## config.mk

```make
export PLATFORM = sky130hd
export DESIGN_NAME = rational_arithmetic_unit_top_flat
export DESIGN_NICKNAME = d
export VERILOG_FILES = /design/src/sv/rau_pkg.sv /design/src/sv/rau_if.sv /design/src/sv/rational_arithmetic_unit_top.sv /design/src/sv/rau_ctrl.sv /design/src/sv/rau_dp.sv /design/src/flat_wrapper.sv
export SDC_FILE = /design/constraint.sdc
export NUM_CORES = 2
export LEC_CHECK = 0
export BUFFER_PORTS_ARGS = -buffer_cell sky130_fd_sc_hd__buf_2
export CAP_MARGIN = 20
export CORE_ASPECT_RATIO = 0.8
export CORE_MARGIN = 10
export CORE_UTILIZATION = 60
export CTS_BUF_LIST = sky130_fd_sc_hd__clkbuf_8
export CTS_CLUSTER_DIAMETER = 80
export DETAILED_ROUTE_END_ITERATION = 16
export GPL_TIMING_DRIVEN = 0
export PLACE_DENSITY = 0.83
export SETUP_SLACK_MARGIN = 0.3
export SYNTH_ARGS = -nofsm -noshare
export SYNTH_HDL_FRONTEND = slang
export SYNTH_SLANG_ARGS = --single-unit
```

## constraint.sdc

```tcl
create_clock -name clk -period 9.1 [get_ports clk]
set_input_delay 1.365 -clock clk [delete_from_list [all_inputs] [get_ports clk]]
set_output_delay 1.365 -clock clk [all_outputs]
set_load 0.005 [all_outputs]
```

## src/sv/rau_pkg.sv

```systemverilog
// Shared types and constants of the rational arithmetic unit.
// Used by the channel interfaces, the controller, the datapath and the top level.
// No dependencies.
package rau_pkg;

	localparam int FIELD_W = 16;  // width of each operand field on the request channel
	localparam int RES_W   = 33;  // width of res_num and res_den
	localparam int OP_W    = 3;
	localparam int ORD_W   = 2;

	localparam logic [OP_W-1:0] OP_ADD = 3'd0;
	localparam logic [OP_W-1:0] OP_SUB = 3'd1;
	localparam logic [OP_W-1:0] OP_MUL = 3'd2;
	localparam logic [OP_W-1:0] OP_DIV = 3'd3;
	localparam logic [OP_W-1:0] OP_CMP = 3'd4;
	localparam logic [OP_W-1:0] OP_RED = 3'd5;

	localparam logic signed [ORD_W-1:0] ORD_EQ = 2'sb00;
	localparam logic signed [ORD_W-1:0] ORD_GT = 2'sb01;
	localparam logic signed [ORD_W-1:0] ORD_LT = 2'sb11;

	// controller -> datapath
	typedef struct packed {
		logic load;      // capture a request beat
		logic mul_step;  // one product into its register
		logic gcd_step;  // one binary gcd step
		logic div_init;  // latch gcd, start both dividers
		logic div_step;  // one quotient bit in each divider
		logic out_load;  // fill the response register
	} rau_cmd_t;

	// datapath -> controller
	typedef struct packed {
		logic reduce_op;
		logic mul_last;
		logic gcd_done;
		logic div_last;
	} rau_sts_t;

endpackage

```

## src/sv/rau_if.sv

```systemverilog
// Request and response channel interfaces of the rational arithmetic unit.
// Depends on rau_pkg.
interface rau_req_if import rau_pkg::*; ();
	logic                      valid;
	logic                      ready;
	logic [OP_W-1:0]           operation;
	logic signed [FIELD_W-1:0] a_num;
	logic signed [FIELD_W-1:0] a_den;
	logic signed [FIELD_W-1:0] b_num;
	logic signed [FIELD_W-1:0] b_den;

	modport source (output valid, operation, a_num, a_den, b_num, b_den, input ready);
	modport sink   (input valid, operation, a_num, a_den, b_num, b_den, output ready);
endinterface

interface rau_rsp_if import rau_pkg::*; ();
	logic                    valid;
	logic                    ready;
	logic signed [RES_W-1:0] res_num;
	logic signed [RES_W-1:0] res_den;
	logic signed [ORD_W-1:0] order;
	logic                    zero_fraction_error;

	modport source (output valid, res_num, res_den, order, zero_fraction_error, input ready);
	modport sink   (input valid, res_num, res_den, order, zero_fraction_error, output ready);
endinterface

```

## src/sv/rational_arithmetic_unit_top.sv

```systemverilog
// Rational arithmetic unit, top level: controller plus datapath.
// Depends on rau_pkg, rau_if (rau_req_if, rau_rsp_if), rau_ctrl and rau_dp.
//
// Usage
//   req: one beat carries an operation (add, subtract, multiply, divide,
//        compare, reduce a) and two signed fractions a_num/a_den, b_num/b_den.
//   rsp: one beat per request: res_num/res_den (33 bit), order (+1/0/-1 for
//        compare) and zero_fraction_error (reduce of 0/0, input passed through).
//   Operands are taken as the low OPERAND_WIDTH bits of each field.
// Sequence
//   One request in flight. Every request first forms three cross products in
//   the shared multiplier (one cross product per cycle), then loads the
//   response register once it has room; add/sub/mul/div/compare stop there.
//   Reduce adds the binary gcd (one step per cycle, at most
//   4*OPERAND_WIDTH steps), a latch of the gcd, and OPERAND_WIDTH quotient
//   bits from the two dividers running side by side.
//   The response register decouples the sides: the next request is taken as
//   soon as the result is loaded, even if rsp is stalled; a finished result
//   waits only while the previous one is still unread.
// Reset
//   arst_n clears the sequencer and rsp.valid; req.ready is high after reset.
module rational_arithmetic_unit_top import rau_pkg::*; #(
	parameter int OPERAND_WIDTH = 16
) (
	input  logic      clk,
	input  logic      arst_n,
	rau_req_if.sink   req,
	rau_rsp_if.source rsp
);

	rau_cmd_t cmd;
	rau_sts_t sts;

	rau_ctrl u_ctrl (
		.clk       (clk),
		.arst_n    (arst_n),
		.in_valid  (req.valid),
		.in_ready  (req.ready),
		.out_valid (rsp.valid),
		.out_ready (rsp.ready),
		.sts       (sts),
		.cmd       (cmd)
	);

	rau_dp #(
		.OW (OPERAND_WIDTH)
	) u_dp (
		.clk                 (clk),
		.arst_n              (arst_n),
		.cmd                 (cmd),
		.sts                 (sts),
		.operation           (req.operation),
		.a_num               (req.a_num),
		.a_den               (req.a_den),
		.b_num               (req.b_num),
		.b_den               (req.b_den),
		.res_num             (rsp.res_num),
		.res_den             (rsp.res_den),
		.order               (rsp.order),
		.zero_fraction_error (rsp.zero_fraction_error)
	);

	// response register is never overwritten while it holds an unread beat
	a_no_overwrite: assert property (@(posedge clk) disable iff (!arst_n)
		cmd.out_load |-> (!rsp.valid || rsp.ready))
		else $error("response overwritten while stalled");

	// a request beat closes the request channel until its result is loaded
	a_one_in_flight: assert property (@(posedge clk) disable iff (!arst_n)
		(req.valid && req.ready) |=> !req.ready)
		else $error("second request taken while one is in flight");

	// a nonzero order only comes from compare, which leaves the fraction zero
	a_cmp_zero_frac: assert property (@(posedge clk) disable iff (!arst_n)
		(rsp.valid && rsp.order != ORD_EQ) |-> (rsp.res_num == '0 && rsp.res_den == '0
		&& !rsp.zero_fraction_error))
		else $error("compare result carries a fraction");

	// reduce of 0/0 passes zero through
	a_err_zero: assert property (@(posedge clk) disable iff (!arst_n)
		(rsp.valid && rsp.zero_fraction_error) |-> (rsp.res_num == '0 && rsp.res_den == '0))
		else $error("zero fraction error with nonzero result");

endmodule

```

## src/sv/rau_ctrl.sv

```systemverilog
// Sequencer of the rational arithmetic unit: walks one request through
// multiply, gcd and divide phases and owns the response valid. Depends on rau_pkg.
module rau_ctrl import rau_pkg::*; (
	input  logic     clk,
	input  logic     arst_n,
	input  logic     in_valid,
	output logic     in_ready,
	output logic     out_valid,
	input  logic     out_ready,
	input  rau_sts_t sts,
	output rau_cmd_t cmd
);

	typedef enum logic [2:0] {S_IDLE, S_MUL, S_GCD, S_DIV, S_DONE} state_t;

	state_t state_q, state_d;
	logic   out_valid_q;

	always_comb begin
		cmd     = '0;
		state_d = state_q;
		unique case (state_q)
			S_IDLE: begin
				if (in_valid) begin
					cmd.load = 1'b1;
					state_d  = S_MUL;
				end
			end
			S_MUL: begin
				cmd.mul_step = 1'b1;
				if (sts.mul_last) begin
					state_d = sts.reduce_op ? S_GCD : S_DONE;
				end
			end
			S_GCD: begin
				if (sts.gcd_done) begin
					cmd.div_init = 1'b1;
					state_d      = S_DIV;
				end else begin
					cmd.gcd_step = 1'b1;
				end
			end
			S_DIV: begin
				cmd.div_step = 1'b1;
				if (sts.div_last) begin
					state_d = S_DONE;
				end
			end
			S_DONE: begin
				// wait for room in the response register
				if (!out_valid_q || out_ready) begin
					cmd.out_load = 1'b1;
					state_d      = S_IDLE;
				end
			end
			default: state_d = S_IDLE;
		endcase
	end

	always_ff @(posedge clk or negedge arst_n) begin
		if (!arst_n) begin
			state_q     <= S_IDLE;
			out_valid_q <= 1'b0;
		end else begin
			state_q <= state_d;
			if (cmd.out_load) begin
				out_valid_q <= 1'b1;
			end else if (out_ready) begin
				out_valid_q <= 1'b0;
			end
		end
	end

	assign in_ready  = (state_q == S_IDLE);
	assign out_valid = out_valid_q;

endmodule

```

## src/sv/rau_dp.sv

```systemverilog
// Datapath of the rational arithmetic unit: operand registers, one shared
// multiplier, binary gcd, two shift-subtract dividers and the response register.
// Depends on rau_pkg; sequenced by rau_ctrl.
module rau_dp import rau_pkg::*; #(
	parameter int OW = 16
) (
	input  logic                      clk,
	input  logic                      arst_n,
	input  rau_cmd_t                  cmd,
	output rau_sts_t                  sts,
	input  logic [OP_W-1:0]           operation,
	input  logic signed [FIELD_W-1:0] a_num,
	input  logic signed [FIELD_W-1:0] a_den,
	input  logic signed [FIELD_W-1:0] b_num,
	input  logic signed [FIELD_W-1:0] b_den,
	output logic signed [RES_W-1:0]   res_num,
	output logic signed [RES_W-1:0]   res_den,
	output logic signed [ORD_W-1:0]   order,
	output logic                      zero_fraction_error
);

	localparam int PW = 2 * OW;
	localparam int LW = (2 * OW + 1 > RES_W) ? 2 * OW + 1 : RES_W;
	localparam int XF = (OW > FIELD_W) ? OW : FIELD_W;
	localparam int CW = $clog2(OW);
	localparam int KW = $clog2(OW + 1);

	// low OW bits of the field; fields narrower than OW zero-extend
	function automatic logic signed [OW-1:0] ext_op(input logic [FIELD_W-1:0] f);
		logic [XF-1:0] z;
		z = XF'(f);
		return z[OW-1:0];
	endfunction

	function automatic logic [OW-1:0] mag(input logic signed [OW-1:0] x);
		return x[OW-1] ? (~x + 1'b1) : x;
	endfunction

	// one restoring division step: {quotient bit, new remainder}
	function automatic logic [OW:0] div_bit(input logic [OW-1:0] rem, input logic nb,
			input logic [OW-1:0] dvs);
		logic [OW:0] t;
		logic [OW:0] s;
		t = {rem, nb};
		s = t - {1'b0, dvs};
		if (t >= {1'b0, dvs}) begin
			return {1'b1, s[OW-1:0]};
		end else begin
			return {1'b0, t[OW-1:0]};
		end
	endfunction

	logic [OP_W-1:0]        op_q;
	logic signed [OW-1:0]   an_q, ad_q, bn_q, bd_q;
	logic [1:0]             mcnt_q;
	logic signed [PW-1:0]   p1_q, p2_q, p3_q;
	logic [OW-1:0]          u_q, v_q;
	logic [KW-1:0]          k_q;
	logic [OW-1:0]          g_q;
	logic [OW-1:0]          dvn_q, dvd_q, rmn_q, rmd_q;
	logic [CW-1:0]          dcnt_q;
	logic signed [RES_W-1:0] res_num_q, res_den_q;
	logic signed [ORD_W-1:0] order_q;
	logic                   err_q;

	// shared multiplier, one product per cycle
	logic signed [OW-1:0] ma, mb;
	logic signed [PW-1:0] prod;

	always_comb begin
		unique case (mcnt_q)
			2'd0: begin
				ma = an_q;
				mb = (op_q == OP_MUL) ? bn_q : bd_q;
			end
			2'd1: begin
				ma = bn_q;
				mb = ad_q;
			end
			default: begin
				ma = ad_q;
				mb = bd_q;
			end
		endcase
	end

	assign prod = ma * mb;

	logic [OW:0] nstep, dstep;
	assign nstep = div_bit(rmn_q, dvn_q[OW-1], g_q);
	assign dstep = div_bit(rmd_q, dvd_q[OW-1], g_q);

	// response formatting
	logic signed [LW-1:0]    e1, e2, e3, rn, rd;
	logic signed [OW:0]      sqn, sqd;
	logic signed [ORD_W-1:0] ord;
	logic                    err;

	assign e1  = {{(LW-PW){p1_q[PW-1]}}, p1_q};
	assign e2  = {{(LW-PW){p2_q[PW-1]}}, p2_q};
	assign e3  = {{(LW-PW){p3_q[PW-1]}}, p3_q};
	assign sqn = an_q[OW-1] ? (~{1'b0, dvn_q} + 1'b1) : {1'b0, dvn_q};
	assign sqd = ad_q[OW-1] ? (~{1'b0, dvd_q} + 1'b1) : {1'b0, dvd_q};

	always_comb begin
		rn  = '0;
		rd  = '0;
		ord = ORD_EQ;
		err = 1'b0;
		unique case (op_q)
			OP_ADD: begin
				rn = e1 + e2;
				rd = e3;
			end
			OP_SUB: begin
				rn = e1 - e2;
				rd = e3;
			end
			OP_MUL: begin
				rn = e1;
				rd = e3;
			end
			OP_DIV: begin
				rn = e1;
				rd = e2;
			end
			OP_CMP: begin
				if (p1_q > p2_q) begin
					ord = ORD_GT;
				end else if (p1_q < p2_q) begin
					ord = ORD_LT;
				end
			end
			OP_RED: begin
				if (g_q == '0) begin
					// 0/0: pass through
					err = 1'b1;
					rn  = {{(LW-OW){an_q[OW-1]}}, an_q};
					rd  = {{(LW-OW){ad_q[OW-1]}}, ad_q};
				end else begin
					rn = {{(LW-OW-1){sqn[OW]}}, sqn};
					rd = {{(LW-OW-1){sqd[OW]}}, sqd};
				end
			end
			default: begin
				rn = '0;
				rd = '0;
			end
		endcase
	end

	always_ff @(posedge clk or negedge arst_n) begin
		if (!arst_n) begin
			op_q   <= OP_ADD;
			mcnt_q <= '0;
			dcnt_q <= '0;
		end else begin
			if (cmd.load) begin
				op_q   <= operation;
				mcnt_q <= '0;
			end else if (cmd.mul_step) begin
				mcnt_q <= mcnt_q + 2'd1;
			end
			if (cmd.div_init) begin
				dcnt_q <= '0;
			end else if (cmd.div_step) begin
				dcnt_q <= dcnt_q + 1'b1;
			end
		end
	end

	always_ff @(posedge clk) begin
		if (cmd.load) begin
			an_q <= ext_op(a_num);
			ad_q <= ext_op(a_den);
			bn_q <= ext_op(b_num);
			bd_q <= ext_op(b_den);
			u_q  <= mag(ext_op(a_num));
			v_q  <= mag(ext_op(a_den));
			k_q  <= '0;
		end
		if (cmd.mul_step) begin
			unique case (mcnt_q)
				2'd0:    p1_q <= prod;
				2'd1:    p2_q <= prod;
				default: p3_q <= prod;
			endcase
		end
		if (cmd.gcd_step) begin
			// Stein: strip common twos, then single twos, then subtract odd values
			priority if (!u_q[0] && !v_q[0]) begin
				u_q <= u_q >> 1;
				v_q <= v_q >> 1;
				k_q <= k_q + 1'b1;
			end else if (!u_q[0]) begin
				u_q <= u_q >> 1;
			end else if (!v_q[0]) begin
				v_q <= v_q >> 1;
			end else if (u_q >= v_q) begin
				u_q <= u_q - v_q;
			end else begin
				v_q <= v_q - u_q;
			end
		end
		if (cmd.div_init) begin
			g_q   <= (u_q | v_q) << k_q;
			dvn_q <= mag(an_q);
			dvd_q <= mag(ad_q);
			rmn_q <= '0;
			rmd_q <= '0;
		end else if (cmd.div_step) begin
			dvn_q <= {dvn_q[OW-2:0], nstep[OW]};
			dvd_q <= {dvd_q[OW-2:0], dstep[OW]};
			rmn_q <= nstep[OW-1:0];
			rmd_q <= dstep[OW-1:0];
		end
		if (cmd.out_load) begin
			res_num_q <= rn[RES_W-1:0];
			res_den_q <= rd[RES_W-1:0];
			order_q   <= ord;
			err_q     <= err;
		end
	end

	assign sts.reduce_op = (op_q == OP_RED);
	assign sts.mul_last  = (mcnt_q == 2'd2);
	assign sts.gcd_done  = (u_q == '0) || (v_q == '0);
	assign sts.div_last  = (dcnt_q == CW'(OW - 1));

	assign res_num             = res_num_q;
	assign res_den             = res_den_q;
	assign order               = order_q;
	assign zero_fraction_error = err_q;

endmodule

```

## src/flat_wrapper.sv

```systemverilog
// flat-port wrapper written by rule: the top's interface ports become plain ports
module rational_arithmetic_unit_top_flat import rau_pkg::*;
#(
	parameter int OPERAND_WIDTH = 16
)
  (clk, arst_n, req_valid, req_operation, req_a_num, req_a_den, req_b_num, req_b_den, req_ready, rsp_valid, rsp_res_num, rsp_res_den, rsp_order, rsp_zero_fraction_error, rsp_ready);
  rau_req_if req_i ();
  rau_rsp_if rsp_i ();
  input  logic clk;
  input  logic arst_n;
  input wire logic [$bits(req_i.valid)-1:0] req_valid;
  input wire logic [$bits(req_i.operation)-1:0] req_operation;
  input wire logic [$bits(req_i.a_num)-1:0] req_a_num;
  input wire logic [$bits(req_i.a_den)-1:0] req_a_den;
  input wire logic [$bits(req_i.b_num)-1:0] req_b_num;
  input wire logic [$bits(req_i.b_den)-1:0] req_b_den;
  output wire logic [$bits(req_i.ready)-1:0] req_ready;
  output wire logic [$bits(rsp_i.valid)-1:0] rsp_valid;
  output wire logic [$bits(rsp_i.res_num)-1:0] rsp_res_num;
  output wire logic [$bits(rsp_i.res_den)-1:0] rsp_res_den;
  output wire logic [$bits(rsp_i.order)-1:0] rsp_order;
  output wire logic [$bits(rsp_i.zero_fraction_error)-1:0] rsp_zero_fraction_error;
  input wire logic [$bits(rsp_i.ready)-1:0] rsp_ready;
  assign req_i.valid = req_valid;
  assign req_i.operation = req_operation;
  assign req_i.a_num = req_a_num;
  assign req_i.a_den = req_a_den;
  assign req_i.b_num = req_b_num;
  assign req_i.b_den = req_b_den;
  assign req_ready = req_i.ready;
  assign rsp_valid = rsp_i.valid;
  assign rsp_res_num = rsp_i.res_num;
  assign rsp_res_den = rsp_i.res_den;
  assign rsp_order = rsp_i.order;
  assign rsp_zero_fraction_error = rsp_i.zero_fraction_error;
  assign rsp_i.ready = rsp_ready;
  rational_arithmetic_unit_top #(.OPERAND_WIDTH(OPERAND_WIDTH)) u_core (.clk(clk), .arst_n(arst_n), .req(req_i), .rsp(rsp_i));
endmodule
```

==> flow_summary.yaml <==
logic_synthesis:
  synthFlopType: "edfxtp_1"
  synth_cell_types: 77
  synth_warnings: 0
  synth_top_area_share_pct: 25.1
  synth_seq_cells: 358
  synth.top_cells.by_area: "edfxtp_1 25%, fa_1 16%, ha_1 9.0%"
  synth_seq_area_share_pct: 30.3
  library_cell_with_the_highest_instance_count_after_synthesis: "inv_1"
  netlist_instances: 3583
  synth_area_leader_cell: "edfxtp_1"
  number_of_enable_flip_flop_cells_after_synthesis: 276
  syn_nets: 4159
  synth.avg_cell_area_um2: 9.22
  synth_commonest_cells: "460 x inv_1, 360 x nor2_1, 319 x nand2_1"
  syn-cell-area_mm2: 0.0330
  ys_async_sr_fraction_pct: 3.63
global_route:
  gr-usage-met2_pct: 44.5
  grtUsageMet1_pct: 46.8
  global_route_wire_length_before_repair_um: 161000
  antenna_violations_before_repair: 4
  global_route.usage.met3_pct: 10.5
  grt.busiest_layer: "met1"
  grt_pass1_vias: 26974
  global_route.usage.total_pct: 32.0
  grt_start_max_net_pins: 56
  global_route.overflow_total: 0
cells_and_area:
  drive_above_1_share_pct: 9.21
  area_growth_from_synthesis_to_final_layout_pct: 9.66
  fin_nets: 4374
  layout.cells.non_filler: 4549
  fillers: 4401
setup_path:
  cp.arrival_ps: 8940
  cpMostUsedCell: "fa_1"
  cell_with_the_largest_stage_delay_on_the_worst_path: "a21oi_2"
  criticalPathCategory: "reg2reg"
  critPathMaxStageDelay_ps: 590
  worstSetupStartpointType: "flop"
  worst_setup_path_end_kind: "flop"
  worstPathRequired_ps: 9460
  timing.critical_path.fanout_max: 10
timing:
  max_clock_freq_mhz: 116
  worst_slew_margin_rel_pct: 12.2
  drv_slew: 0
  post-route-min-period_ps: 8580
  grt_setup_unrepaired: "false"
  period_share_pct: 94.3
  setup_violations: 0
  finClkSkew_ps: 41.3
  timing_worst_slew_pin_value_ps: 1320
  final_hold_viol_count: 0
place:
  dp.cells: 4441
  finalWeightedCongestion: 1.07
  hpwlAfterDp_um: 84800
  placement.io_buffers: 141
run:
  drv_cap: 0
route:
  dr.first_iter.drc_count: 4490
  detailroute.via_count: 28819
  antenna_violating_nets_post_route: 0
  drc: 0
  drt_wl_cell_um: 23.4
  first_pass_detailed_route_iteration_total: 6
  wl_um: 106000
  routed_via_density: 6.34
clock_network:
  clkLatencyLatePin_ps: 650
  cts_htree_levels: 2
  cts_tree: "yes"
  tritoncts.num_buffers: 54
  clock_sinks: 358
  clock_transition_time_at_the_flip_flop_clock_pins_of_the_worst_setup_and_hold_paths_ps: 70
  clk_path_buf_depth: 3
  clockRootBuffer: "clkbuf_8"
floorplan:
  fp.dieArea_mm2: 0.0649
  area_inside_the_core_boundary_mm2: 0.0542
  floorplan.initialDensity_pct: 61.0
  floorplan.rows: 76
  dieHeight_um: 230
  dieWidth_um: 282
  ios: 142
hold_path:
  worst_hold_path_type: "reg2reg"
outcome:
  status: "complete, no violations"
[placed cells by master (no fill, tap or decap), types with 133 or more instances in the layout]
cell type and count:
inv_1 472, nor2_1 359, nand2_1 318, edfxtp_1 276, fa_1 267, a21oi_1 239
ha_1 237, o21ai_0 190, buf_2 150, clkbuf_1 133
[path summary, 6_finish.rpt]
| check | slack (ps) | startpoint | to | cells past startpoint |
|---|---|---|---|---|
| hold / removal | 490 | u_core.u_dp.rmn_q[3]$_SDFFE_PP0P_ | u_core.u_dp.rmn_q[3]$_SDFFE_PP0P_ | 2 |
| setup / recovery | 520 | u_core.u_dp.mcnt_q[1]$_DFFE_PN0P_ | u_core.u_dp.p3_q[31]$_DFFE_PP_ | 28 |
| max in group asynchronous | 8120 | arst_n | u_core.u_ctrl.state_q[2]$_DFFE_PN0P_ | 1 |
| setup reg to reg | 520 | u_core.u_dp.mcnt_q[1]$_DFFE_PN0P_ | u_core.u_dp.p3_q[31]$_DFFE_PP_ | 28 |
| hold reg to reg | 490 | u_core.u_dp.rmn_q[3]$_SDFFE_PP0P_ | u_core.u_dp.rmn_q[3]$_SDFFE_PP0P_ | 2 |
| min in group asynchronous | 650 | arst_n | u_core.u_dp.dcnt_q[2]$_DFFE_PN0P_ | 1 |
[what timing repair did]
item,4_1_cts,5_1_grt
buffers inserted,0,2
hold endpoints to repair,0,0
resized for setup,21,81
hold buffers,0,0
setup endpoints to repair,39,15
[flip-flops by register name, summed over array words and instances, names as in the netlist, 5 cells and up]
name and flops:
u_core.u_dp.v_q 16, u_core.u_dp.rmd_q 16, u_core.u_dp.p2_q 32, u_core.u_dp.bn_q 16, u_core.u_dp.u_q 16, u_core.u_dp.g_q 16, u_core.u_dp.res_den 32, u_core.u_dp.res_num 33
u_core.u_dp.bd_q 16, u_core.u_dp.k_q 5, u_core.u_dp.an_q 16, u_core.u_dp.p3_q 32, u_core.u_dp.rmn_q 16, u_core.u_dp.dvd_q 16, u_core.u_dp.p1_q 32, u_core.u_dp.ad_q 16
u_core.u_dp.dvn_q 16
[cell families (layout without fill, tap and decap cells)]
group                      after synthesis  count (layout)  synth area share [%]
DFF                                    358             358                  30.3
buffers and inverters                  642             903                  7.34
and+or+nand+nor                        971             971                  13.1
other                                    0               3                     0
AOI/OAI and AO/OA                      853             853                  16.7
muxes                                   60              60                  2.24
adders and majority gates              505             505                  25.2
xor gates and xnor gates               194             194                  5.14
[metrics by stage]
step | instance area (um2) | worst slack [ps] | utilization (%) | setup TNS (ps) | hold WS, ps
after detailed placement | 34800 | -533 | 64.2 | -1900 | 476
after global routing | 36200 | 282 | 66.8 | 0 | 508
final | 36200 | 515 | 66.8 | 0 | 489
after CTS | 36000 | 302 | 66.5 | 0 | 488
after floorplan | 33000 | 1180 | - | 0 | 450
after global placement | 34600 | -769 | 63.9 | -6680 | 469
[critical path, delay by kind of cell (launching register included)]
family	cells	cell delay, ps
AOI/OAI and AO/OA	8	2170
buffers and inverters	8	1180
and+or+nand+nor	3	760
DFF	1	400
adders and majority gates	8	3640
xor gates and xnor gates	1	180
[per-layer routing]
metal  part of all wire (%)  routed length (um)
met1                     41               43800
met2                     40               42800
met3                     15               16200
met4                    3.3                3500
met5                  0.037                  39
[cell type report]
type | count | area, um2 | share of cell area (%)
antenna | 3 | 7.51 | 0.0207
buffer | 181 | 746 | 2.06
clock buffer | 61 | 840 | 2.32
clock inverter | 41 | 293 | 0.808
inverter | 461 | 1730 | 4.78
multi-input combinational | 2583 | 20800 | 57.5
sequential | 358 | 9990 | 27.6
tap | 702 | 878 | 2.42
timing repair buffer | 159 | 911 | 2.51
Power is left out: the tool's default activity adds up to more than one toggle a clock period on the data nets, which glitch-free logic cannot reach.
